<file path="config.mk">
export PLATFORM = sky130hd
export DESIGN_NAME = tcsb_ram
export DESIGN_NICKNAME = d
export VERILOG_FILES = /design/src/tcsb_ram.sv
export SDC_FILE = /design/constraint.sdc
export NUM_CORES = 2
export LEC_CHECK = 0
export ABC_CLOCK_PERIOD_IN_PS = 4000
export BUFFER_PORTS_ARGS = -buffer_cell sky130_fd_sc_hd__buf_2
export CELL_PAD_IN_SITES_DETAIL_PLACEMENT = 0
export CELL_PAD_IN_SITES_GLOBAL_PLACEMENT = 2
export CORE_MARGIN = 2
export CORE_UTILIZATION = 40
export DETAILED_ROUTE_END_ITERATION = 7
export PLACE_DENSITY_LB_ADDON = 0.1
export SETUP_SLACK_MARGIN = 0.3
export SYNTH_ARGS = -nofsm -noshare
export SYNTH_HDL_FRONTEND = slang
export SYNTH_SLANG_ARGS = --single-unit
export TNS_END_PERCENT = 100
</file>
<file path="constraint.sdc">
create_clock -name clk -period 4 [get_ports clk]
set_input_delay 0.8 -clock clk [delete_from_list [all_inputs] [get_ports clk]]
set_output_delay 0.8 -clock clk [all_outputs]
set_load 0.05 [all_outputs]
</file>
<file path="src/tcsb_ram.sv">
// generic simple dual-port ram, one write and one registered read port
// no dependencies
`timescale 1ns / 1ps

module tcsb_ram #(
    parameter int WIDTH = 8,
    parameter int DEPTH = 256,
    localparam int AW = $clog2(DEPTH)
) (
    input  logic             clk,
    input  logic             we,
    input  logic [AW-1:0]    waddr,
    input  logic [WIDTH-1:0] wdata,
    input  logic             re,
    input  logic [AW-1:0]    raddr,
    output logic [WIDTH-1:0] rdata
);

    logic [WIDTH-1:0] mem [DEPTH];
    logic [WIDTH-1:0] rdata_reg;

    always_ff @(posedge clk)
    begin
        if (we)
        begin
            mem[waddr] <= wdata;
        end
    end

    always_ff @(posedge clk)
    begin
        if (re)
        begin
            rdata_reg <= mem[raddr];
        end
    end

    assign rdata = rdata_reg;

endmodule

</file>
==> flow_metrics.tcl <==
set metrics [dict create \
    max_slew_margin_pct 11.0 \
    postSynthAreaPerCell_um2 21.3 \
    max_cap_violations 0 \
    drtPass1Iterations 5 \
    crit-reg2reg-launch "mem[96][7]" \
    whs_path_depth 1 \
    route.met3.wl_um 10500 \
    cts_max_path_buffers 3 \
    postCtsSetupBuffers 0 \
    outcome "complete, no violations" \
    drive_gt1_share_pct 27.6 \
    final.fill_count 16500 \
    hold_viol_final 0 \
    maxClockFrequency_ghz 0.273 \
    io_buf_count 34 \
    timing.critical_path.slowest_cell_delay_ps 1080 \
    sum_of_negative_setup_slack_ps 0 \
    synth_top_cell_by_area "sky130_fd_sc_hd__edfxtp_1" \
    routed_wire_length_per_instance_um 31.1 \
    dp_worst_setup_slack_ps -496 \
    number_of_standard_cell_rows_in_the_floorplan 163 \
    power_per_cell_area_mw_per_mm2 495 \
    clock_tree.root_cell "sky130_fd_sc_hd__clkbuf_16" \
    synth.net_count 3760 \
    flow.area_growth_from_synthesis_pct 15.7 \
    drv_slew 0 \
    final_nets 4163 \
    hold-path-endpoint "rdata[6]" \
    top_flip_flop_cell_by_instance_count_after_synthesis "sky130_fd_sc_hd__edfxtp_1" \
    static-leakage-power_nw 28.9 \
    vias_in_the_first_global_route 40800 \
    place_congestion 0.799 \
    dp_hpwl_um 140000 \
    clk_pin_slew_worst_paths_ps 60 \
    iteration_0_drc_count_of_the_detailed_router 3430 \
    post_synth_instance_area_mm2 0.0796 \
    worst_clock_skew_ps 27.2 \
    setup.worst_path.end_class "flop" \
    detail_route.wirelength.met1_um 92200 \
    peak_supply_drop_mv 0.463 \
    asyncSetResetFlopFracSynth_pct 0 \
    yosysTopAreaCellShare_pct 77.5 \
    global_route.overflow_total 0 \
    finish.utilization_pct 46.6 \
    crit_fanout 23 \
    design_area_mm2 0.0922 \
    clock_sinks 2056 \
    setup_ws_ps 341 \
    synth_sequential_area_ratio_pct 77.5 \
    cp_slowest_cell "sky130_fd_sc_hd__nor4_1" \
    reg2reg_slack_ps 880 \
    critPathKind "in2reg" \
    vertical_die_dimension_um 450 \
    grt_setup_unrepaired "no" \
    top_layer "met4" \
    cts_tree "done" \
    route.detailed.vias_per_inst 5.61 \
    synth.ff_latch_count 2056 \
    grt_use_total_pct 21.2 \
    final_period_minus_worst_setup_slack_ps 3660 \
    ioPinCount 35 \
    cts_max_level 4 \
    rr_worst_depth 7 \
    mostFrequentLayoutCells "2056 x sky130_fd_sc_hd__edfxtp_1, 454 x sky130_fd_sc_hd__mux4_2, 340 x sky130_fd_sc_hd__buf_4" \
    place.detailed.instances 6559 \
    syn_inst 3733 \
    final_min_period_over_clock_period_pct 91.5 \
    placedInstanceArea_mm2 0.0853 \
    routed-wl-met2_um 109000 \
    maximum_number_of_pins_on_one_net_before_global_route_repair 173 \
    cts_repair_resize_count 0 \
    initial_util_pct 40.3 \
    cp_cell_sequence "buf_8 -> buf_12 -> buf_12 -> buf_4 -> mux4_2 -> a22oi_1 -> a21oi_1 -> nor4_1 -> buf_4 -> nor4_2" \
    post_synth_num_cell_types 54 \
    synth_enable_flop_cells 2056 \
    dominant_cells_by_area_after_synthesis "sky130_fd_sc_hd__edfxtp_1 78%, sky130_fd_sc_hd__mux4_2 13%, sky130_fd_sc_hd__mux2i_1 1.7%, sky130_fd_sc_hd__nor2_1 1.3%, sky130_fd_sc_hd__a22oi_1 1.3%" \
    layout.cells.most_common "sky130_fd_sc_hd__edfxtp_1" \
    core_region_area_mm2 0.198 \
    routed_wl_um 216000 \
    cts_hold_repair.buffers 0 \
    worst_hold_slack_ps 454 \
    antenna_found_initial 17 \
    required_time_at_the_worst_slack_endpoint_ps 4600 \
    die_width_um 450 \
    drt.antenna.violating_nets 0 \
    worstSetupStartpointType "input pin" \
    p_total_mw 45.6 \
    later_pin_clock_latency_in_the_skew_report_ps 850 \
    worst-slew-pin-transition_ps 1320 \
    final_setup_violation_count 0 \
    via_count 39100 \
    worst_hold_path_type "in2reg" \
    r2r-end "rdata[7]" \
    grt_pass1_wl_um 306000 \
    hold_path.startpoint "re" \
    cts-buffers-inserted 215 \
    post_layout_cell_count 6962 \
    largest_register_ffs 2048 \
    synthesis.yosys.warnings 0 \
    floorplan.die_area_mm2 0.203 \
    remaining_drc_errors 0 \
    cp.arrival_ps 4260 \
]
==> worst max-delay path: cells and delay by family <==
kind | cells | cell delay [ps]
buffers and inverters | 5 | 1150
AND/OR/NAND/NOR | 2 | 1130
multiplexers | 1 | 550
AO/OA/AOI/OAI | 2 | 490
==> Yosys cell counts (5+ instances only) <==
| master | count |
|---|---|
| sky130_fd_sc_hd__a211oi_1 | 16 |
| sky130_fd_sc_hd__a21oi_1 | 96 |
| sky130_fd_sc_hd__a221oi_1 | 13 |
| sky130_fd_sc_hd__a22o_1 | 8 |
| sky130_fd_sc_hd__a22oi_1 | 133 |
| sky130_fd_sc_hd__and2_1 | 6 |
| sky130_fd_sc_hd__buf_1 | 22 |
| sky130_fd_sc_hd__buf_12 | 8 |
| sky130_fd_sc_hd__buf_2 | 31 |
| sky130_fd_sc_hd__buf_4 | 27 |
| sky130_fd_sc_hd__buf_6 | 21 |
| sky130_fd_sc_hd__buf_8 | 13 |
| sky130_fd_sc_hd__clkbuf_1 | 111 |
| sky130_fd_sc_hd__edfxtp_1 | 2056 |
| sky130_fd_sc_hd__mux2i_1 | 134 |
| sky130_fd_sc_hd__mux4_2 | 454 |
| sky130_fd_sc_hd__nand2_1 | 33 |
| sky130_fd_sc_hd__nand2b_1 | 8 |
| sky130_fd_sc_hd__nand3_1 | 34 |
| sky130_fd_sc_hd__nand4_1 | 10 |
| sky130_fd_sc_hd__nor2_1 | 282 |
| sky130_fd_sc_hd__nor2b_1 | 31 |
| sky130_fd_sc_hd__nor3_1 | 22 |
| sky130_fd_sc_hd__nor4_1 | 24 |
| sky130_fd_sc_hd__o211ai_1 | 10 |
| sky130_fd_sc_hd__o21ai_0 | 10 |
| sky130_fd_sc_hd__o221ai_1 | 46 |
| sky130_fd_sc_hd__o22a_1 | 5 |
| sky130_fd_sc_hd__o22ai_1 | 28 |
==> cell type report <==
type,count,area [um2],share of cell area (%)
Timing Repair Buffer,419,3740,4.06
Clock inverter,143,1260,1.37
Antenna cell,5,12.5,0.0136
Tap cell,2640,3300,3.58
Sequential cell,2056,61700,67.0
Clock buffer,255,5590,6.07
Multi-Input combinational cell,1442,16500,17.9
Inverter,2,7.51,0.00815
==> worst max-delay path by stage <==
stage                     startpoint        to  slack [ps]  depth (start not counted)
after floorplan             raddr[0]  rdata[2]        1120                          9
after global routing        raddr[0]  rdata[6]         410                         10
after global placement      raddr[0]  rdata[6]        -480                         10
after detailed placement    raddr[0]  rdata[6]        -500                         10
after CTS                   raddr[0]  rdata[6]         420                         10
final                       raddr[0]  rdata[6]         340                         10
==> routing by layer <==
| layer | GRT usage (%) | up-vias |
|---|---|---|
| li1 | - | 16600 |
| met3 | 2.91 | 273 |
| met4 | 5.21 | 0 |
| met1 | 29.1 | 21200 |
| met2 | 35.9 | 1074 |
| met5 | 0 | - |
==> power breakdown <==
| group | total [mW] | leakage (nW) | switching (mW) | internal, mW |
|---|---|---|---|---|
| Clock | 19.5 | 3.34 | 8.34 | 11.1 |
| Combinational | 2.34 | 7.12 | 1.51 | 0.831 |
| Sequential | 23.8 | 18.5 | 0.0277 | 23.8 |
| Total | 45.6 | 28.9 | 9.88 | 35.7 |
==> cell families after synthesis <==
family | Yosys count | synth area share (%)
buffers and inverters | 235 | 1.83
and+or+nand+nor | 466 | 2.63
muxes | 591 | 14.6
DFF | 2056 | 77.5
AOI/OAI and AO/OA | 385 | 3.42
Power figures use the tool's default switching activity.
