==> config.mk <==
export PLATFORM = sky130hd
export DESIGN_NAME = tcsb_core
export DESIGN_NICKNAME = d
export VERILOG_FILES = /design/src/tcsb_pkg.sv /design/src/tcsb_core.sv
export SDC_FILE = /design/constraint.sdc
export NUM_CORES = 1
export LEC_CHECK = 0
export BUFFER_PORTS_ARGS = -buffer_cell sky130_fd_sc_hd__buf_2
export CAP_MARGIN = 40
export CORE_ASPECT_RATIO = 1.4
export CORE_MARGIN = 1.5
export CORE_UTILIZATION = 45
export DETAILED_ROUTE_END_ITERATION = 10
export GPL_TIMING_DRIVEN = 0
export PLACE_DENSITY = 0.72
export SYNTH_ARGS = -nofsm -noshare
export SYNTH_HDL_FRONTEND = slang
export SYNTH_SLANG_ARGS = --single-unit
==> constraint.sdc <==
create_clock -name clk -period 9.39 [get_ports clk]
set_clock_uncertainty 0.1 [all_clocks]
set_input_delay 0.939 -clock clk [delete_from_list [all_inputs] [get_ports clk]]
set_output_delay 0.939 -clock clk [all_outputs]
set_load 0.01 [all_outputs]
==> src/tcsb_pkg.sv <==
// shared types and constants for the text console scrollback unit
// no dependencies
`timescale 1ns / 1ps

package tcsb_pkg;

    localparam int CMD_W   = 3;
    localparam int CHAR_W  = 8;
    localparam int GLYPH_W = 7;

    // command codes carried by the cmd field
    typedef enum logic [CMD_W-1:0] {
        CMD_WRITE     = 3'd0,
        CMD_PAGE_UP   = 3'd1,
        CMD_PAGE_DOWN = 3'd2,
        CMD_HOME      = 3'd3,
        CMD_END       = 3'd4,
        CMD_READ      = 3'd5,
        CMD_EXPIRE    = 3'd6
    } cmd_t;

    // byte codes with special handling
    localparam logic [CHAR_W-1:0]  CH_NUL   = 8'h00;
    localparam logic [CHAR_W-1:0]  CH_TAB   = 8'h09;
    localparam logic [CHAR_W-1:0]  CH_LF    = 8'h0A;
    localparam logic [CHAR_W-1:0]  CH_CR    = 8'h0D;
    localparam logic [GLYPH_W-1:0] CH_SPACE = 7'h20;
    localparam logic [GLYPH_W-1:0] CH_QMARK = 7'h3F;

    // per-transaction strobes from the console state logic
    typedef struct packed {
        logic char_we;
        logic len_we;
        logic rd_en;
        logic advanced;
    } tcsb_ctl_t;

endpackage

==> src/tcsb_core.sv <==
// console state: write position, view offset, message count and their update
// uses tcsb_pkg
`timescale 1ns / 1ps

module tcsb_core
    import tcsb_pkg::*;
#(
    parameter int ROWS     = 80,
    parameter int COLS     = 56,
    parameter int VIS_ROWS = 10,
    parameter int MSG_ROWS = 4,
    localparam int RW = $clog2(ROWS),
    localparam int CW = $clog2(COLS),
    localparam int VW = $clog2(VIS_ROWS),
    localparam int MW = $clog2(MSG_ROWS + 1),
    localparam int AW = $clog2(ROWS * COLS)
) (
    input  logic               clk,
    input  logic               rst_n,
    input  logic               item_go,
    input  logic [CMD_W-1:0]   cmd,
    input  logic [CHAR_W-1:0]  char_in,
    input  logic               show_msg,
    input  logic [VW-1:0]      vis_row,
    input  logic [CW-1:0]      read_col,
    input  logic               cfg_we,
    input  logic               cfg_show,
    output tcsb_ctl_t          ctl,
    output logic [AW-1:0]      char_waddr,
    output logic [GLYPH_W-1:0] char_wdata,
    output logic [AW-1:0]      char_raddr,
    output logic [RW-1:0]      len_waddr,
    output logic [CW-1:0]      len_wdata,
    output logic [RW-1:0]      len_raddr,
    output logic [RW-1:0]      row,
    output logic [CW-1:0]      col,
    output logic [RW-1:0]      offset,
    output logic [MW-1:0]      msg
);

    localparam int STEP = VIS_ROWS / 2;
    localparam int SMAX = ROWS - VIS_ROWS;

    logic [RW-1:0] row_reg, row_next;
    logic [CW-1:0] col_reg, col_next;
    logic [RW-1:0] off_reg, off_next;
    logic [MW-1:0] msg_reg, msg_next;
    logic          show_reg;

    logic [CW:0]   col_inc;
    logic [RW-1:0] row_inc;
    logic [RW:0]   off_up;
    logic [RW:0]   off_inc;
    logic [RW-1:0] off_mid;
    logic [MW-1:0] msg_mid;
    logic          adv;
    logic [RW:0]   back;
    logic [RW:0]   back_m;
    logic [RW:0]   rd_tmp;
    logic [RW-1:0] rd_row;

    always_comb
    begin
        col_inc = {1'b0, col_reg} + 1'b1;
        row_inc = (row_reg == RW'(ROWS - 1)) ? '0 : row_reg + 1'b1;
        off_up  = {1'b0, off_reg} + (RW + 1)'(STEP);

        // tab prints as space, high bytes as a question mark
        if (char_in == CH_TAB)
        begin
            char_wdata = CH_SPACE;
        end
        else if (char_in[CHAR_W-1])
        begin
            char_wdata = CH_QMARK;
        end
        else
        begin
            char_wdata = char_in[GLYPH_W-1:0];
        end

        row_next    = row_reg;
        col_next    = col_reg;
        off_mid     = off_reg;
        msg_mid     = msg_reg;
        ctl.char_we = 1'b0;
        ctl.len_we  = 1'b0;
        ctl.rd_en   = 1'b0;

        case (cmd)
            CMD_WRITE:
            begin
                if (char_in != CH_NUL && char_in != CH_CR)
                begin
                    ctl.len_we = 1'b1;
                    if (char_in == CH_LF)
                    begin
                        if (col_reg != '0)
                        begin
                            row_next = row_inc;
                            col_next = '0;
                        end
                    end
                    else
                    begin
                        ctl.char_we = 1'b1;
                        if (col_inc == (CW + 1)'(COLS))
                        begin
                            row_next = row_inc;
                            col_next = '0;
                        end
                        else
                        begin
                            col_next = col_inc[CW-1:0];
                        end
                    end
                end
            end
            CMD_PAGE_UP:
            begin
                off_mid = (off_up > (RW + 1)'(SMAX)) ? RW'(SMAX) : off_up[RW-1:0];
            end
            CMD_PAGE_DOWN:
            begin
                off_mid = (off_reg > RW'(STEP)) ? off_reg - RW'(STEP) : '0;
            end
            CMD_HOME:
            begin
                off_mid = RW'(SMAX);
            end
            CMD_END:
            begin
                off_mid = '0;
            end
            CMD_READ:
            begin
                ctl.rd_en = ({1'b0, vis_row} < (VW + 1)'(VIS_ROWS));
            end
            CMD_EXPIRE:
            begin
                if (msg_reg != '0)
                begin
                    msg_mid = msg_reg - 1'b1;
                end
            end
            default:
            begin
            end
        endcase

        adv          = (row_next != row_reg);
        ctl.advanced = adv;

        // a scrolled view follows the text it shows
        off_inc  = {1'b0, off_mid} + 1'b1;
        off_next = off_mid;
        if (adv && off_mid != '0)
        begin
            off_next = (off_inc > (RW + 1)'(SMAX)) ? RW'(SMAX) : off_inc[RW-1:0];
        end

        msg_next = msg_mid;
        if (adv && show_msg && msg_mid < MW'(MSG_ROWS))
        begin
            msg_next = msg_mid + 1'b1;
        end
        if (!show_reg)
        begin
            msg_next = '0;
        end

        // ring row shown at the requested visible line
        back   = (RW + 1)'(vis_row) + {1'b0, off_reg} + 1'b1;
        back_m = (back >= (RW + 1)'(ROWS)) ? back - (RW + 1)'(ROWS) : back;
        rd_tmp = {1'b0, row_reg} + (RW + 1)'(ROWS) - back_m;
        rd_row = (rd_tmp >= (RW + 1)'(ROWS)) ? RW'(rd_tmp - (RW + 1)'(ROWS))
                                             : rd_tmp[RW-1:0];
    end

    assign char_waddr = AW'(row_reg) * AW'(COLS) + AW'(col_reg);
    assign char_raddr = AW'(rd_row) * AW'(COLS) + AW'(read_col);
    assign len_waddr  = row_next;
    assign len_wdata  = col_next;
    assign len_raddr  = rd_row;

    always_ff @(posedge clk or negedge rst_n)
    begin
        if (!rst_n)
        begin
            row_reg  <= '0;
            col_reg  <= '0;
            off_reg  <= '0;
            msg_reg  <= '0;
            show_reg <= 1'b0;
        end
        else
        begin
            if (item_go)
            begin
                row_reg <= row_next;
                col_reg <= col_next;
                off_reg <= off_next;
                msg_reg <= msg_next;
            end
            if (cfg_we)
            begin
                show_reg <= cfg_show;
                if (!cfg_show)
                begin
                    msg_reg <= '0;
                end
            end
        end
    end

    assign row    = row_reg;
    assign col    = col_reg;
    assign offset = off_reg;
    assign msg    = msg_reg;

endmodule

==> results.sh, run 1 <==
export IMPL_outcome="finished, final reports clean"
export IMPL_setup_viol=0
export IMPL_slew_headroom=0.467
export IMPL_yosysUniqueCellTypes=77
export IMPL_dr_first_iter_drc_count=215
export IMPL_cts_sinks=24
export IMPL_dp_cells=838
export IMPL_drive_gt1_frac=0.241
export IMPL_pre_cts_ws_ps=189
export IMPL_route_detailed_drc=0
export IMPL_slew_viol_final=0
export IMPL_cts_tree="done"
export IMPL_grt_usage=0.217
export IMPL_via_count=4851
export IMPL_r2r_cells=14
export IMPL_drt_pass1_iter_count=4
export IMPL_use_met1=0.237
export IMPL_reg2reg_from="offset[1]"
export IMPL_antenna_found_initial=0
export IMPL_ys_flop_type="dfrtp_1"
export IMPL_worstPathArrival_ps=7830
export IMPL_wl_per_cell_um=15.0
export IMPL_root_buffer="clkbuf_16"
export IMPL_die_w_um=90.3
export IMPL_grt_pass1_vias=4686
export IMPL_diodes=0
export IMPL_grt_max_degree=25
export IMPL_met3_usage=0.00791
export IMPL_ys_warnings_count=0
export IMPL_start_util=0.463
export IMPL_fp_dieH_um=125
export IMPL_hold_buffers=0
export IMPL_die_area_sq_mm=0.0113
export IMPL_fin_nets=813
export IMPL_crit_required_ps=8350
export IMPL_final_area_sq_mm=0.00564
export IMPL_place_area_sq_mm=0.00546
export IMPL_port_buffers=99
export IMPL_finalCritPeriodShare=0.944
export IMPL_finalNonFillerCells=844
export IMPL_async_flop_share=1.00
export IMPL_syn_nets=707
export IMPL_ant_nets=0
export IMPL_rsz0062_at_grt="no"
export IMPL_reg2reg_to="offset[1]"
export IMPL_gp_congestion=0.908
export IMPL_cpPeakStageDelay_ps=490
export IMPL_grt_pass1_wl_um=20800
export IMPL_holdPathStages=2
export IMPL_hp_start="msg[0]"
export IMPL_worstMarginPinSlew_ps=797
export IMPL_cp_end_kind="output pin"
export IMPL_areaGrowthSynthToFinish_pct=17.5
export IMPL_num_rows=44
export IMPL_cts_clk_slew_worst_paths_ps=70
export IMPL_routed_wl_um=12700
export IMPL_crit_path_max_fanout=7
export IMPL_ios=107
export IMPL_htree_levels=1
export IMPL_clockBufferDepth=2
export IMPL_critPathSlowestCell="fa_1"
export IMPL_synthCells=601
export IMPL_hp_class="register to register"
export IMPL_hold_viol=0
export IMPL_worst_slack_ps=523
export IMPL_reg2reg_slack_ps=5310
export IMPL_critPathKind="primary input to output pin"
export IMPL_ys_seq_area_frac=0.125
export IMPL_syn_area_sq_mm=0.00480
export IMPL_grtUsageMet2=0.430
export IMPL_busiest_layer="met2"
export IMPL_crit_top_cell="ha_1"
export IMPL_clk_insertion_delay_late_ps=250
export IMPL_maxCapViolations=0
export IMPL_tns_ps=0
export IMPL_ys_ff_latch=24
export IMPL_synth_edff_count=0
export IMPL_vias_per_cell=5.75
export IMPL_fmax_mhz=113
export IMPL_coreArea_sq_mm=0.0103
export IMPL_fin_crit_ps=8870
export IMPL_numCtsBuffers=3
export IMPL_worstHoldEndpoint="msg[0]"
export IMPL_start_kind="primary input"
export IMPL_dp_hpwl_um=10400
export IMPL_grt_overflow=0
export IMPL_avgSynthCellArea_sq_um=7.98
==> synth_stat cells (6+ instances only) <==
master	number	area (sq um)
xnor2_1	28	245
nand3_1	30	150
o21bai_1	7	52.6
o21a_1	7	52.6
dfrtp_1	24	601
or3_1	7	43.8
a21o_1	11	82.6
clkbuf_1	7	26.3
a21oi_1	38	190
nor2_1	35	131
nor3_1	19	95.1
and3_1	10	62.6
o21ai_0	28	140
nand4_1	6	37.5
fa_1	16	320
mux2_2	13	146
nand2_1	48	180
buf_4	9	67.6
xor2_1	12	105
ha_1	63	788
nor2b_1	14	87.6
inv_1	57	214
or2_2	7	43.8
o211ai_1	6	45.0
==> kinds of logic after synthesis <==
kind of cell    count (synthesis)  share of synthesized area
compound gates                154                      0.226
xor+xnor                       40                     0.0731
fa+ha+maj                      79                      0.231
buf+inv                        83                     0.0809
flops                          24                      0.125
mux                            16                     0.0381
simple gates                  205                      0.225
==> through the flow <==
step,utilization,hold WS (ps)
2_1_floorplan,-,425
3_3_place_gp,0.528,441
3_5_place_dp,0.528,442
4_1_cts,0.537,451
5_1_grt,0.544,500
6_report,0.544,445
==> placed cells by master, fill, tap and decap left out, drive strengths merged, types with 12 or more instances in the layout <==
cell type | netlist | final
buf | 19 | 119
ha | 63 | 63
inv | 57 | 57
nand2 | 48 | 48
a21oi | 38 | 38
nor2 | 35 | 35
o21ai | 34 | 34
nand3 | 30 | 30
xnor2 | 28 | 28
dfrtp | 24 | 24
nor3 | 21 | 21
fa | 16 | 16
mux2 | 15 | 15
nor2b | 14 | 14
xor2 | 12 | 12
==> routing by layer <==
metal	vias to the layer above	part of all wire
li1	2365	-
met5	-	0
met1	2323	0.40
met3	34	0.030
met4	0	0.039
met2	129	0.53
==> worst max-delay path by stage <==
| stage | endpoint | from | cells after the start |
|---|---|---|---|
| 2_1_floorplan | char_raddr[12] | vis_row[0] | 34 |
| 3_3_place_gp | char_raddr[12] | vis_row[0] | 36 |
| 3_5_place_dp | char_raddr[12] | vis_row[0] | 36 |
| 4_1_cts | char_raddr[12] | offset[0] | 36 |
| 5_1_grt | char_raddr[12] | offset[0] | 36 |
| 6_report | char_raddr[12] | vis_row[0] | 36 |
==> critical path, delay by kind of cell <==
kind / cells / cell delay [ps]
buf+inv: 6 / 500
xor+xnor: 3 / 470
compound gates: 12 / 2120
fa+ha+maj: 7 / 2210
simple gates: 8 / 1570
==> final cells by class <==
cell class | count | area (sq um)
plain buffers | 26 | 174
clock buffers | 4 | 88.8
fillers | 1049 | 4710
inverters | 57 | 214
multi-input cells | 494 | 3870
flip-flops and latches | 24 | 601
well taps | 138 | 173
repair buffers | 101 | 515
==> what timing repair did <==
action / CTS / global route
resized for setup: 0 / 18
setup endpoints to repair: 0 / 5
hold endpoints to repair: 0 / 0
setup buffers: 0 / 1
Power of run 1 is left out: the tool's default activity adds up to more than one toggle a clock period on the data nets, which glitch-free logic cannot reach.
==> inputs of run 2 (changes only) <==
--- a/config.mk
+++ b/config.mk
@@ -5,6 +5,7 @@
 export SDC_FILE = /design/constraint.sdc
 export NUM_CORES = 1
 export LEC_CHECK = 0
+export ABC_CLOCK_PERIOD_IN_PS = 9390
 export BUFFER_PORTS_ARGS = -buffer_cell sky130_fd_sc_hd__buf_2
 export CAP_MARGIN = 40
 export CORE_ASPECT_RATIO = 1.4
@@ -13,6 +14,7 @@
 export DETAILED_ROUTE_END_ITERATION = 10
 export GPL_TIMING_DRIVEN = 0
 export PLACE_DENSITY = 0.72
+export REMOVE_ABC_BUFFERS = 1
 export SYNTH_ARGS = -nofsm -noshare
 export SYNTH_HDL_FRONTEND = slang
 export SYNTH_SLANG_ARGS = --single-unit
==> run 2 against run 1 <==
  * Count of clock-buffer cells in the layout unchanged
  * Die area unchanged
  * Cell area down 3.7%
  * Global-route usage shrank 0.65 points
  * Wire length shrank 4.7%
  * Highest routed layer unchanged
==> results.sh, run 2 (synthesis gave the netlist of run 1 again) <==
export IMPL_maxCapViolations=0
export IMPL_num_rows=44
export IMPL_drive_gt1_frac=0.219
export IMPL_gp_congestion=0.864
export IMPL_die_area_sq_mm=0.0113
export IMPL_critPathSlowestCell="fa_1"
export IMPL_grt_usage=0.210
export IMPL_route_detailed_drc=0
export IMPL_fin_crit_ps=8900
export IMPL_cts_sinks=24
export IMPL_fin_nets=786
export IMPL_wl_met1_um=4750
export IMPL_mostFrequentLayoutCell="buf_2"
export IMPL_fp_dieH_um=125
export IMPL_hold_viol=0
export IMPL_slew_viol_final=0
export IMPL_wl_met2_um=6590
export IMPL_routed_wl_um=12100
export IMPL_crit_path_max_fanout=8
export IMPL_slew_headroom=0.407
export IMPL_grt_pass1_vias=4537
export IMPL_port_buffers=100
export IMPL_highest_layer="met4"
export IMPL_clockBufferDepth=2
export IMPL_ant_nets=0
export IMPL_outcome="finished, final reports clean"
export IMPL_coreArea_sq_mm=0.0103
export IMPL_dp_hpwl_um=9700
export IMPL_critPathKind="primary input to output pin"
export IMPL_fmax_mhz=112
export IMPL_hp_class="register to register"
export IMPL_dr_first_iter_drc_count=297
export IMPL_cp_end_kind="output pin"
export IMPL_wl_met3_um=470
export IMPL_die_w_um=90.3
export IMPL_grt_pass1_wl_um=20300
export IMPL_antenna_found_initial=0
export IMPL_hold_buffers=0
export IMPL_cpPeakStageDelay_ps=490
export IMPL_finalCritPeriodShare=0.948
export IMPL_r2r_cells=13
export IMPL_diodes=0
export IMPL_worstPathArrival_ps=7860
export IMPL_vias_per_cell=5.79
export IMPL_clk_insertion_delay_late_ps=260
export IMPL_cts_clk_slew_worst_paths_ps=60
export IMPL_start_kind="primary input"
export IMPL_grt_overflow=0
export IMPL_worstMarginPinSlew_ps=868
export IMPL_crit_top_cell="ha_1"
export IMPL_mostFrequentLayoutCells="100 x buf_2, 63 x ha_1, 56 x inv_1, 48 x nand2_1, 35 x nor2_1"
export IMPL_wl_per_cell_um=14.8
export IMPL_crit_required_ps=8350
export IMPL_numCtsBuffers=3
export IMPL_holdPathStages=2
export IMPL_htree_levels=1
export IMPL_drt_pass1_iter_count=7
export IMPL_cts_tree="done"
export IMPL_grt_max_degree=35
export IMPL_start_util=0.463
export IMPL_finish_utilization=0.525
export IMPL_areaGrowthSynthToFinish_pct=13.2
export IMPL_root_buffer="clkbuf_16"
export IMPL_worst_slack_ps=490
export IMPL_pre_cts_ws_ps=196
export IMPL_via_count=4727
export IMPL_setup_viol=0
export IMPL_ios=107
export IMPL_nFillCells=988
run 2: through the flow:
step / hold WS, ps / std cells / area, sq um / setup TNS, ps
5_1_grt: 489 / 817 / 5430 / -5.93
4_1_cts: 465 / 817 / 5380 / 0
3_3_place_gp: 439 / 813 / 5300 / 0
3_5_place_dp: 450 / 813 / 5300 / 0
2_1_floorplan: 425 / 575 / 4620 / 0
6_report: 466 / 817 / 5430 / 0
run 2: routing by layer:
layer / up-vias / GRT usage
li1: 2301 / -
met1: 2257 / 0.230
met2: 145 / 0.414
met3: 24 / 0.0225
met4: 0 / 0.0672
met5: - / 0
run 2: repair_timing:
action | in CTS | in global routing
endpoints found under the hold margin | 0 | 0
resized for setup | 0 | 13
endpoints found under the setup margin | 0 | 3
buffers inserted | 0 | 0
run 2: worst paths after layout:
kind | from | to | slack, ps
worst max register to register | offset[1] | offset[0] | 5220
worst min register to register | msg[0] | msg[0] | 470
max in group asynchronous | rst_n | offset[5] | 8240
worst min-delay path | msg[0] | msg[0] | 470
min in group asynchronous | rst_n | col[0] | 570
worst max-delay path | vis_row[0] | char_raddr[12] | 490
run 2: area by class of cell:
cell class	count	area, sq um	share of cell area
multi-input cells	494	3850	0.710
inverters	57	214	0.0394
clock buffers	4	88.8	0.0164
flip-flops and latches	24	601	0.111
repair buffers	100	500	0.0922
well taps	138	173	0.0318
run 2: worst max-delay path, delay by kind of cell:
kind	cells	cell delay, ps
simple gates	8	1560
xor+xnor	3	480
buf+inv	6	460
compound gates	12	2240
fa+ha+maj	7	2150
Power of run 2 is left out for the same reason.
