### config.mk
export PLATFORM = sky130hd
export DESIGN_NAME = tcsb_skid
export DESIGN_NICKNAME = d
export VERILOG_FILES = /design/src/tcsb_skid.sv
export SDC_FILE = /design/constraint.sdc
export NUM_CORES = 1
export LEC_CHECK = 0
export BUFFER_PORTS_ARGS = -buffer_cell sky130_fd_sc_hd__clkbuf_2
export CELL_PAD_IN_SITES_DETAIL_PLACEMENT = 0
export CELL_PAD_IN_SITES_GLOBAL_PLACEMENT = 2
export CORE_MARGIN = 1
export CORE_UTILIZATION = 35
export DETAILED_ROUTE_END_ITERATION = 12
export PLACE_DENSITY_LB_ADDON = 0.1
export SLEW_MARGIN = 5
export SYNTH_ARGS = -nofsm -noshare
export SYNTH_HDL_FRONTEND = slang
export SYNTH_SLANG_ARGS = --single-unit
export TNS_END_PERCENT = 10
### constraint.sdc
create_clock -name clk -period 3.9 [get_ports clk]
set_clock_uncertainty 0.15 [all_clocks]
set_input_delay 0.39 -clock clk [delete_from_list [all_inputs] [get_ports clk]]
set_output_delay 0.39 -clock clk [all_outputs]
set_load 0.01 [all_outputs]
### src/tcsb_skid.sv
// result register with one skid entry, decouples output stall from the pipe
// no dependencies
`timescale 1ns / 1ps

module tcsb_skid #(
    parameter int W = 8
) (
    input  logic         clk,
    input  logic         rst_n,
    input  logic         push_vld,
    input  logic [W-1:0] push_data,
    output logic         full,
    output logic         pop_vld,
    output logic [W-1:0] pop_data,
    input  logic         pop_stall
);

    logic         out_vld_reg;
    logic         full_reg;
    logic [W-1:0] out_data_reg;
    logic [W-1:0] skid_data_reg;
    logic         held;

    assign held = out_vld_reg && pop_stall;

    always_ff @(posedge clk or negedge rst_n)
    begin
        if (!rst_n)
        begin
            out_vld_reg <= 1'b0;
            full_reg    <= 1'b0;
        end
        else if (!full_reg)
        begin
            if (held)
            begin
                full_reg <= push_vld;
            end
            else
            begin
                out_vld_reg <= push_vld;
            end
        end
        else if (!pop_stall)
        begin
            full_reg <= 1'b0;
        end
    end

    always_ff @(posedge clk)
    begin
        if (!full_reg)
        begin
            if (held)
            begin
                skid_data_reg <= push_data;
            end
            else
            begin
                out_data_reg <= push_data;
            end
        end
        else if (!pop_stall)
        begin
            out_data_reg <= skid_data_reg;
        end
    end

    assign full     = full_reg;
    assign pop_vld  = out_vld_reg;
    assign pop_data = out_data_reg;

endmodule

==> impl_metrics.py, run 1 <==
metrics = {
    "yosys": {
        "synthTopCellsByArea": "edfxtp_1 (70%), mux2_4 (11%), dfrtp_1 (7.3%)",
        "yosysTopAreaCell": "edfxtp_1",
        "synth_area_per_cell_um2": 19.7,
        "ys_ff_latch": 18,
        "syn_nets": 47,
        "synth_warnings": 0,
        "synth_seq_area_share_pct": 77.1,
        "yosys.area.top_type_share_pct": 69.8,
        "synth_cell_types": 11,
        "synth_area_um2": 688,
        "netlist_instances": 35,
    },
    "pwr": {
        "powerDensity_nw_per_um2": 473,
        "p_leak_nw": 0.357,
        "vdd_drop_max_uv": 224,
    },
    "cts": {
        "post_cts.repair.setup_buffers": 0,
        "clkSlewWorstSetupHoldPaths_ns": 0.10,
        "cts_buffers": 3,
        "hold_buffers": 1,
        "cts.sinks": 18,
        "cts_root_buf": "clkbuf_4",
        "clkLatencyLatePin_ns": 0.29,
        "clockBufferDepth": 2,
        "cts_resized": 0,
        "tritoncts": "yes",
        "h-tree-depth": 1,
    },
    "die": {
        "rows": 15,
        "dieArea_um2": 2150,
        "die_h_um": 46.3,
        "boundaryPins": 22,
        "die_w_um": 46.3,
        "start_util_pct": 38.6,
        "core_area_um2": 1780,
    },
    "setup_path": {
        "critPathBufInv": 0,
        "cp.required_ns": 3.66,
        "cp_slowest_cell": "o21ai_0",
        "crit_family": "compound AO/OA/AOI/OAI gates",
        "rrSetupSlack_ns": 1.79,
        "worst_setup_path_start_kind": "flip-flop",
        "crit_fanout": 14,
        "crit_arrival_ns": 1.87,
        "reg2reg_depth": 1,
        "reg2reg_from": "full",
        "slowest_delay_ns": 0.98,
        "path_cells": "o21ai_0",
        "rr_endpoint": "pop_data[4]",
        "critPathKind": "flip-flop to flip-flop",
        "crit_path_end_kind": "flip-flop",
    },
    "drt": {
        "drtPass1Iterations": 2,
        "wl_per_cell_um": 12.5,
        "ant_nets": 0,
        "drc": 0,
        "wirelength_mm": 1.06,
        "num_vias": 373,
        "via_per_inst": 4.39,
        "drtIter0Drc": 4,
    },
    "final_layout": {
        "drive_gt1_share_pct": 55.0,
        "finalNetCount": 73,
        "design_area_um2": 860,
        "antennaDiodeCount": 0,
        "fin_util_pct": 48.2,
        "syn_to_final_growth_pct": 24.9,
    },
    "sta": {
        "tightest_slew_ns": 1.14,
        "slew-limit-headroom_pct": 23.5,
        "fmax_mhz": 474,
        "min_period_ns": 2.11,
        "setup_violations": 0,
        "hold_violations": 0,
        "holdWs_ns": 0.134,
        "fin_tns_setup_ns": 0,
        "fin_crit_sh_pct": 54.1,
        "slew_viol_final": 0,
        "grt_setup_unrepaired": "no",
    },
    "place": {
        "dpl_cell_area_um2": 813,
        "gp_congestion": 0.591,
        "io_buffers": 21,
    },
    "grt": {
        "grt_pass1_wl_mm": 1.68,
        "antenna_found_initial": 0,
        "grt.overflow.total": 0,
        "grt_max_degree": 15,
        "grt_pass1_vias": 397,
        "grtUsageTotal_pct": 12.0,
    },
    "job": {
        "maxCapViolCount": 0,
    },
    "run_status": {
        "outcome": "complete, no violations",
    },
    "worst_hold_path": {
        "hold_start": "push_data[7]",
        "hold_end": "skid_data_reg[7]",
        "holdPathStages": 1,
        "holdCritPathClass": "input port to flip-flop",
    },
}
-- layer usage --
metal	part of all wire [%]	global-route usage, %	wire [µm]
met1	42	13.5	444
met2	53	19.2	566
met3	4.6	4.71	49
met4	0	7.06	0
met5	0	0	0
-- report_power, final --
part	switching [W]	internal, W	total [W]
Clock	0.0000552	0.0000568	0.000112
Combinational	0.0000241	0.0000262	0.0000503
Sequential	0.0000109	0.000234	0.000244
-- metrics by stage --
step / total power, W / worst slack (ns) / instances
2_1_floorplan: 0.000277 / 2.11 / 35
3_3_place_gp: 0.000296 / 1.91 / 80
3_5_place_dp: 0.000300 / 1.80 / 80
4_1_cts: 0.000411 / 1.80 / 85
5_1_grt: 0.000427 / 1.73 / 85
6_report: 0.000407 / 1.79 / 85
-- layout make-up --
class                   count  area, µm²
multi-input cells          15        143
fillers                   159        923
repair buffers             22        115
clock buffers               4       36.3
inverters                   1       3.75
flip-flops and latches     18        531
well taps                  25       31.3
-- placed cells by master (no fill, tap or decap) --
cell / synthesis / layout
a21oi_1: 1 / 1
clkbuf_2: 0 / 21
clkbuf_4: 0 / 3
clkbuf_8: 0 / 1
dfrtp_1: 2 / 2
dlygate4sd3_1: 0 / 1
edfxtp_1: 16 / 16
inv_1: 1 / 1
mux2_2: 3 / 3
mux2_4: 5 / 5
nand2_1: 1 / 1
nor2_1: 1 / 1
nor2b_1: 1 / 1
o21ai_0: 3 / 3
-- cells in the mapped netlist --
cell      count
edfxtp_1     16
dfrtp_1       2
nor2b_1       1
a21oi_1       1
nand2_1       1
inv_1         1
mux2_4        5
mux2_2        3
nor2_1        1
buf_6         1
o21ai_0       3
-- worst max path at each step --
stage	start	endpoint	slack, ns	cells after the start
floorplan	full	pop_data[0]	2.11	2
global placement	full	pop_data[1]	1.91	1
detailed placement	full	pop_data[4]	1.80	1
CTS	full	pop_data[1]	1.80	1
global route	full	pop_data[2]	1.73	1
finish	full	pop_data[4]	1.79	1
-- cells by family (layout without fill, tap and decap cells) --
group                  Yosys count  count (layout)  synth area share (%)
muxes                            8               8                  15.8
and+or+nand+nor                  3               3                  2.00
buffers and inverters            2              27                  2.18
AOI/OAI and AO/OA                4               4                  2.91
DFF                             18              18                  77.1
Note: power is estimated with default switching activity, not from simulation.
==> run 2, diff against run 1 <==
--- a/config.mk
+++ b/config.mk
@@ -5,11 +5,12 @@
 export SDC_FILE = /design/constraint.sdc
 export NUM_CORES = 1
 export LEC_CHECK = 0
+export ABC_AREA = 1
 export BUFFER_PORTS_ARGS = -buffer_cell sky130_fd_sc_hd__clkbuf_2
 export CELL_PAD_IN_SITES_DETAIL_PLACEMENT = 0
 export CELL_PAD_IN_SITES_GLOBAL_PLACEMENT = 2
 export CORE_MARGIN = 1
-export CORE_UTILIZATION = 35
+export CORE_UTILIZATION = 30
 export DETAILED_ROUTE_END_ITERATION = 12
 export PLACE_DENSITY_LB_ADDON = 0.1
 export SLEW_MARGIN = 5
==> constraint.sdc (replaced) <==
create_clock -name clk -period 2.1 [get_ports clk]
set_clock_uncertainty 0.15 [all_clocks]
set_input_delay 0.21 -clock clk [delete_from_list [all_inputs] [get_ports clk]]
set_output_delay 0.21 -clock clk [all_outputs]
set_load 0.01 [all_outputs]
==> run 2 against run 1 <==
Compared with the run above: maximum frequency up 31%; largest cell class unchanged; cell area up 9.9%; critical path type unchanged; clock power up 84%; highest routed layer unchanged.
==> impl_metrics.py, run 2 <==
metrics = {
    "sta": {
        "fmax_mhz": 623,
        "fin_tns_setup_ns": 0,
        "min_period_ns": 1.61,
        "grt_setup_unrepaired": "no",
        "tightest_slew_ns": 0.606,
        "fin_crit_sh_pct": 76.5,
        "setup_violations": 0,
        "hold_violations": 0,
        "setup_slack_ns": 0.494,
        "slew-limit-headroom_pct": 59.4,
        "slew_viol_final": 0,
    },
    "final_layout": {
        "syn_to_final_growth_pct": 40.3,
        "final_common_cell": "nand2_1",
        "finalNetCount": 101,
        "antennaDiodeCount": 0,
        "drive_gt1_share_pct": 30.7,
        "final_cell_mix": "nand2_1 (29), clkbuf_2 (21), edfxtp_1 (16)",
    },
    "yosys": {
        "synthTopCellsByCount": "nand2_1 (29), edfxtp_1 (16), dfrtp_1 (2), o21ai_0 (2)",
        "syn_nets": 65,
        "yosysTopAreaCell": "edfxtp_1",
        "synth_warnings": 0,
        "netlist_instances": 53,
        "yosys.area.top_type_share_pct": 71.4,
        "async_flop_share_pct": 11.1,
        "synth_cell_types": 8,
        "synth_area_per_cell_um2": 12.7,
        "synthTopCellsByArea": "edfxtp_1 (71%), nand2_1 (16%), dfrtp_1 (7.4%)",
        "synth_area_um2": 673,
        "ys_ff_latch": 18,
        "synth-edff-count": 16,
        "yosysMostFrequentCell": "nand2_1",
        "synth-main-ff-cell": "edfxtp_1",
        "synth_seq_area_share_pct": 78.8,
    },
    "setup_path": {
        "crit_fanout": 14,
        "cp.required_ns": 1.88,
        "worstSetupPathDepth": 1,
        "reg2reg_from": "full",
        "crit_path_end_kind": "flip-flop",
        "crit_arrival_ns": 1.39,
        "slowest_delay_ns": 0.55,
        "cp_slowest_cell": "dfrtp_1",
        "reg2reg_depth": 1,
        "critPathKind": "flip-flop to flip-flop",
        "path_cells": "nor2_1",
        "worst_setup_path_start_kind": "flip-flop",
        "crit_family": "flip-flops",
        "critPathBufInv": 0,
        "crit_start": "full",
    },
    "cts": {
        "clockBufferDepth": 2,
        "cts_buffers": 3,
        "cts.sinks": 18,
        "cts_resized": 0,
        "tritoncts": "yes",
        "h-tree-depth": 1,
        "cts_root_buf": "clkbuf_4",
        "clkLatencyLatePin_ns": 0.28,
        "post_cts.repair.setup_buffers": 0,
        "clkSlewWorstSetupHoldPaths_ns": 0.10,
    },
    "worst_hold_path": {
        "holdPathStages": 3,
        "holdCritPathClass": "input port to flip-flop",
        "hold_start": "pop_stall",
    },
    "drt": {
        "ant_nets": 0,
        "drtIter0Drc": 3,
        "drtPass1Iterations": 4,
        "wl_per_cell_um": 9.91,
        "via_per_inst": 4.10,
        "wirelength_mm": 1.14,
        "num_vias": 471,
        "drc": 0,
    },
    "grt": {
        "grtUsageTotal_pct": 10.8,
        "grt_max_degree": 15,
        "grt_pass1_vias": 488,
        "antenna_found_initial": 0,
        "grt_pass1_wl_mm": 1.96,
        "grt.overflow.total": 0,
    },
    "pwr": {
        "p_leak_nw": 0.429,
        "powerDensity_nw_per_um2": 842,
        "vdd_drop_max_uv": 484,
    },
    "run_status": {
        "outcome": "complete, no violations",
    },
    "die": {
        "start_util_pct": 33.0,
        "die_h_um": 49.4,
        "die_w_um": 49.4,
        "boundaryPins": 22,
        "dieArea_um2": 2440,
        "core_area_um2": 2040,
        "rows": 16,
    },
    "place": {
        "place_ws_ns": 0.485,
        "io_buffers": 21,
        "gp_congestion": 0.661,
    },
    "job": {
        "maxCapViolCount": 0,
    },
}
run 2: path summary, 6_finish.rpt:
path,slack [ns],endpoint
worst max-delay path,0.49,skid_data_reg[6]
worst min-delay path,0.02,full
worst max register to register,0.49,skid_data_reg[6]
worst min register to register,0.38,pop_data[3]
max in group asynchronous,1.62,full
min in group asynchronous,0.08,pop_vld
run 2: cells by family (layout without fill, tap and decap cells):
group / Yosys count / in the layout / synth area share (%)
buffers and inverters: 2 / 37 / 2.23
flip-flops: 18 / 18 / 78.8
AO/OA/AOI/OAI: 2 / 2 / 1.49
AND/OR/NAND/NOR: 31 / 31 / 17.5
run 2: through the flow:
stage	instances	power (W)	hold slack [ns]	area, µm²	util (%)
2_1_floorplan	53	0.000534	-0.236	673	-
3_3_place_gp	101	0.000587	-0.149	808	39.6
3_5_place_dp	101	0.000586	-0.151	808	39.6
4_1_cts	115	0.000810	0.00820	945	46.3
5_1_grt	115	0.000845	0.0381	945	46.3
6_report	115	0.000796	0.0223	945	46.3
run 2: cell type report:
type,instances,area [µm²]
Clock buffer,4,36.3
Fill cell,203,1100
Inverter,1,3.75
Multi-Input combinational cell,33,128
Sequential cell,18,531
Tap cell,27,33.8
Timing Repair Buffer,32,213
run 2: repair_timing:
item / 4_1_cts / 5_1_grt
hold buffers: 10 / 0
endpoints found under the hold margin: 12 / 0
endpoints found under the setup margin: 0 / 0
run 2: power breakdown:
| part | internal, W | switching [W] | leakage, nW |
|---|---|---|---|
| Sequential | 0.000445 | 0.0000216 | 0.180 |
| Combinational | 0.0000548 | 0.0000689 | 0.228 |
| Clock | 0.000105 | 0.000100 | 0.0210 |
| Total | 0.000605 | 0.000191 | 0.429 |
run 2: metal layers:
layer  track usage (%)  wire (µm)  vias up
met5                 0          0        -
met1              11.1        502      209
met2              20.1        589       14
met3              4.67         48        0
met4              2.38          0        0
li1                  -          -      248
==> run 3, diff against run 2 <==
--- a/config.mk
+++ b/config.mk
@@ -10,7 +10,7 @@
 export CELL_PAD_IN_SITES_DETAIL_PLACEMENT = 0
 export CELL_PAD_IN_SITES_GLOBAL_PLACEMENT = 2
 export CORE_MARGIN = 1
-export CORE_UTILIZATION = 30
+export CORE_UTILIZATION = 27
 export DETAILED_ROUTE_END_ITERATION = 12
 export PLACE_DENSITY_LB_ADDON = 0.1
 export SLEW_MARGIN = 5
==> constraint.sdc (replaced) <==
create_clock -name clk -period 1.34 [get_ports clk]
set_clock_uncertainty 0.15 [all_clocks]
set_input_delay 0.134 -clock clk [delete_from_list [all_inputs] [get_ports clk]]
set_output_delay 0.134 -clock clk [all_outputs]
set_load 0.01 [all_outputs]
==> run 3 against run 2 <==
Compared with the run above: total power up 56%; via count up 4.2%; global-route usage up 0.40 points; cell count up 5.2%; worst setup slack worse by 0.44 ns; routed wire length up 11%; largest power group unchanged.
==> impl_metrics.py, run 3 (same netlist as run 2, synthesis figures left out) <==
metrics = {
    "cts": {
        "cts_root_buf": "clkbuf_4",
        "clockBufferDepth": 2,
        "clkSlewWorstSetupHoldPaths_ns": 0.10,
        "cts_buffers": 3,
        "clkLatencyLatePin_ns": 0.29,
        "cts.sinks": 18,
        "h-tree-depth": 1,
        "tritoncts": "yes",
    },
    "final_layout": {
        "antennaDiodeCount": 0,
        "final_common_cell": "nand2_1",
        "fin_util_pct": 43.8,
        "fillers": 215,
        "drive_gt1_share_pct": 33.3,
        "syn_to_final_growth_pct": 48.1,
        "final_cell_mix": "nand2_1 (29), clkbuf_2 (20), edfxtp_1 (16)",
        "design_area_um2": 997,
        "finalNetCount": 106,
    },
    "drt": {
        "drc": 0,
        "wirelength_mm": 1.27,
        "ant_nets": 0,
        "num_vias": 491,
        "drtPass1Iterations": 2,
        "drtIter0Drc": 7,
        "via_per_inst": 4.06,
        "wl_per_cell_um": 10.5,
    },
    "setup_path": {
        "crit_path_end_kind": "flip-flop",
        "crit_fanout": 5,
        "crit_arrival_ns": 1.15,
        "critPathKind": "input port to flip-flop",
        "worst_setup_path_start_kind": "input port",
        "cp.required_ns": 1.20,
    },
    "die": {
        "boundaryPins": 22,
        "die_h_um": 51.9,
        "die_w_um": 51.9,
        "dieArea_um2": 2700,
        "start_util_pct": 29.6,
        "core_area_um2": 2280,
        "rows": 17,
    },
    "run_status": {
        "outcome": "complete, no violations",
    },
    "grt": {
        "grt_pass1_vias": 510,
        "grt_busiest_layer": "met2",
        "grt_max_degree": 11,
        "use_met3_pct": 2.63,
        "grt_pass1_wl_mm": 2.11,
        "grt.overflow.total": 0,
        "grtUsageTotal_pct": 11.2,
        "grtUsageMet1_pct": 12.6,
        "grt_util_met2_pct": 19.7,
        "antenna_found_initial": 0,
    },
    "pwr": {
        "pwr-share-clk_pct": 22.1,
        "p_sw_share_pct": 25.8,
        "p_sw_w": 0.000319,
        "power.share.combinational_pct": 19.3,
        "p_seq_share_pct": 58.5,
        "vdd_drop_max_uv": 486,
        "p_leak_nw": 0.453,
        "power.total_w": 0.00124,
        "powerDensity_nw_per_um2": 1240,
        "cell_internal_pwr_w": 0.000919,
    },
    "sta": {
        "fmax_mhz": 779,
        "slew_viol_final": 0,
        "min_period_ns": 1.28,
        "slew-limit-headroom_pct": 83.9,
        "setup_violations": 0,
        "holdWs_ns": 0.374,
        "setup_slack_ns": 0.0559,
        "tightest_slew_ns": 0.242,
        "grt_setup_unrepaired": "no",
        "hold_violations": 0,
        "fin_crit_sh_pct": 95.8,
    },
    "place": {
        "io_buffers": 21,
        "gp_congestion": 0.650,
        "place_ws_ns": 0.0973,
        "dpl_cell_area_um2": 851,
    },
    "worst_hold_path": {
        "holdCritPathClass": "flip-flop to flip-flop",
    },
    "job": {
        "maxCapViolCount": 0,
    },
}
## run 3: routing by layer
layer | share of wire [%] | routed length (µm) | vias up
li1 | - | - | 259
met1 | 41 | 523 | 219
met2 | 55 | 703 | 13
met3 | 3.2 | 41 | 0
met4 | 0 | 0 | 0
met5 | 0 | 0 | -
## run 3: area by class of cell
class,count,area [µm²],share of cell area [%]
Clock buffer,3,22.5,2.26
Clock inverter,1,3.75,0.376
Inverter,1,3.75,0.376
Multi-Input combinational cell,33,134,13.4
Sequential cell,18,531,53.2
Tap cell,28,35.0,3.51
Timing Repair Buffer,37,268,26.9
## run 3: through the flow
step           TNS (ns)  cells
5_1_grt               0    121
4_1_cts               0    121
3_5_place_dp          0    105
3_3_place_gp          0    105
2_1_floorplan    -0.215     53
6_report              0    121
## run 3: power by group through the flow
stage / sequential (W) / clock, W / combinational (W)
finish: 0.000725 / 0.000274 / 0.000240
global route: 0.000734 / 0.000309 / 0.000271
CTS: 0.000726 / 0.000289 / 0.000246
detailed placement: 0.000739 / 0 / 0.000218
global placement: 0.000738 / 0 / 0.000219
floorplan: 0.000761 / 0 / 0.0000795
## run 3: repair_timing
action / 4_1_cts / 5_1_grt
gates resized for setup: 0 / 1
buffers inserted: 0 / 0
endpoints found under the hold margin: 20 / 0
hold buffers: 12 / 0
setup endpoints to repair: 0 / 3
## run 3: path summary, 6_finish.rpt
path / to / slack [ns] / start / depth (start not counted)
setup / recovery: skid_data_reg[6] / 0.06 / pop_stall / 5
hold / removal: pop_data[1] / 0.37 / skid_data_reg[1] / 2
setup reg to reg: pop_data[6] / 0.10 / full / 2
hold reg to reg: pop_data[1] / 0.37 / skid_data_reg[1] / 2
max in group asynchronous: pop_vld / 0.38 / rst_n / 3
min in group asynchronous: full / 0.54 / rst_n / 3
## run 3: worst max-delay path, stage by stage
cell and delay [ns]:
dlygate4sd3_1 0.53, buf_2 0.15, nand2_1 0.08, nor2_2 0.10, buf_4 0.16
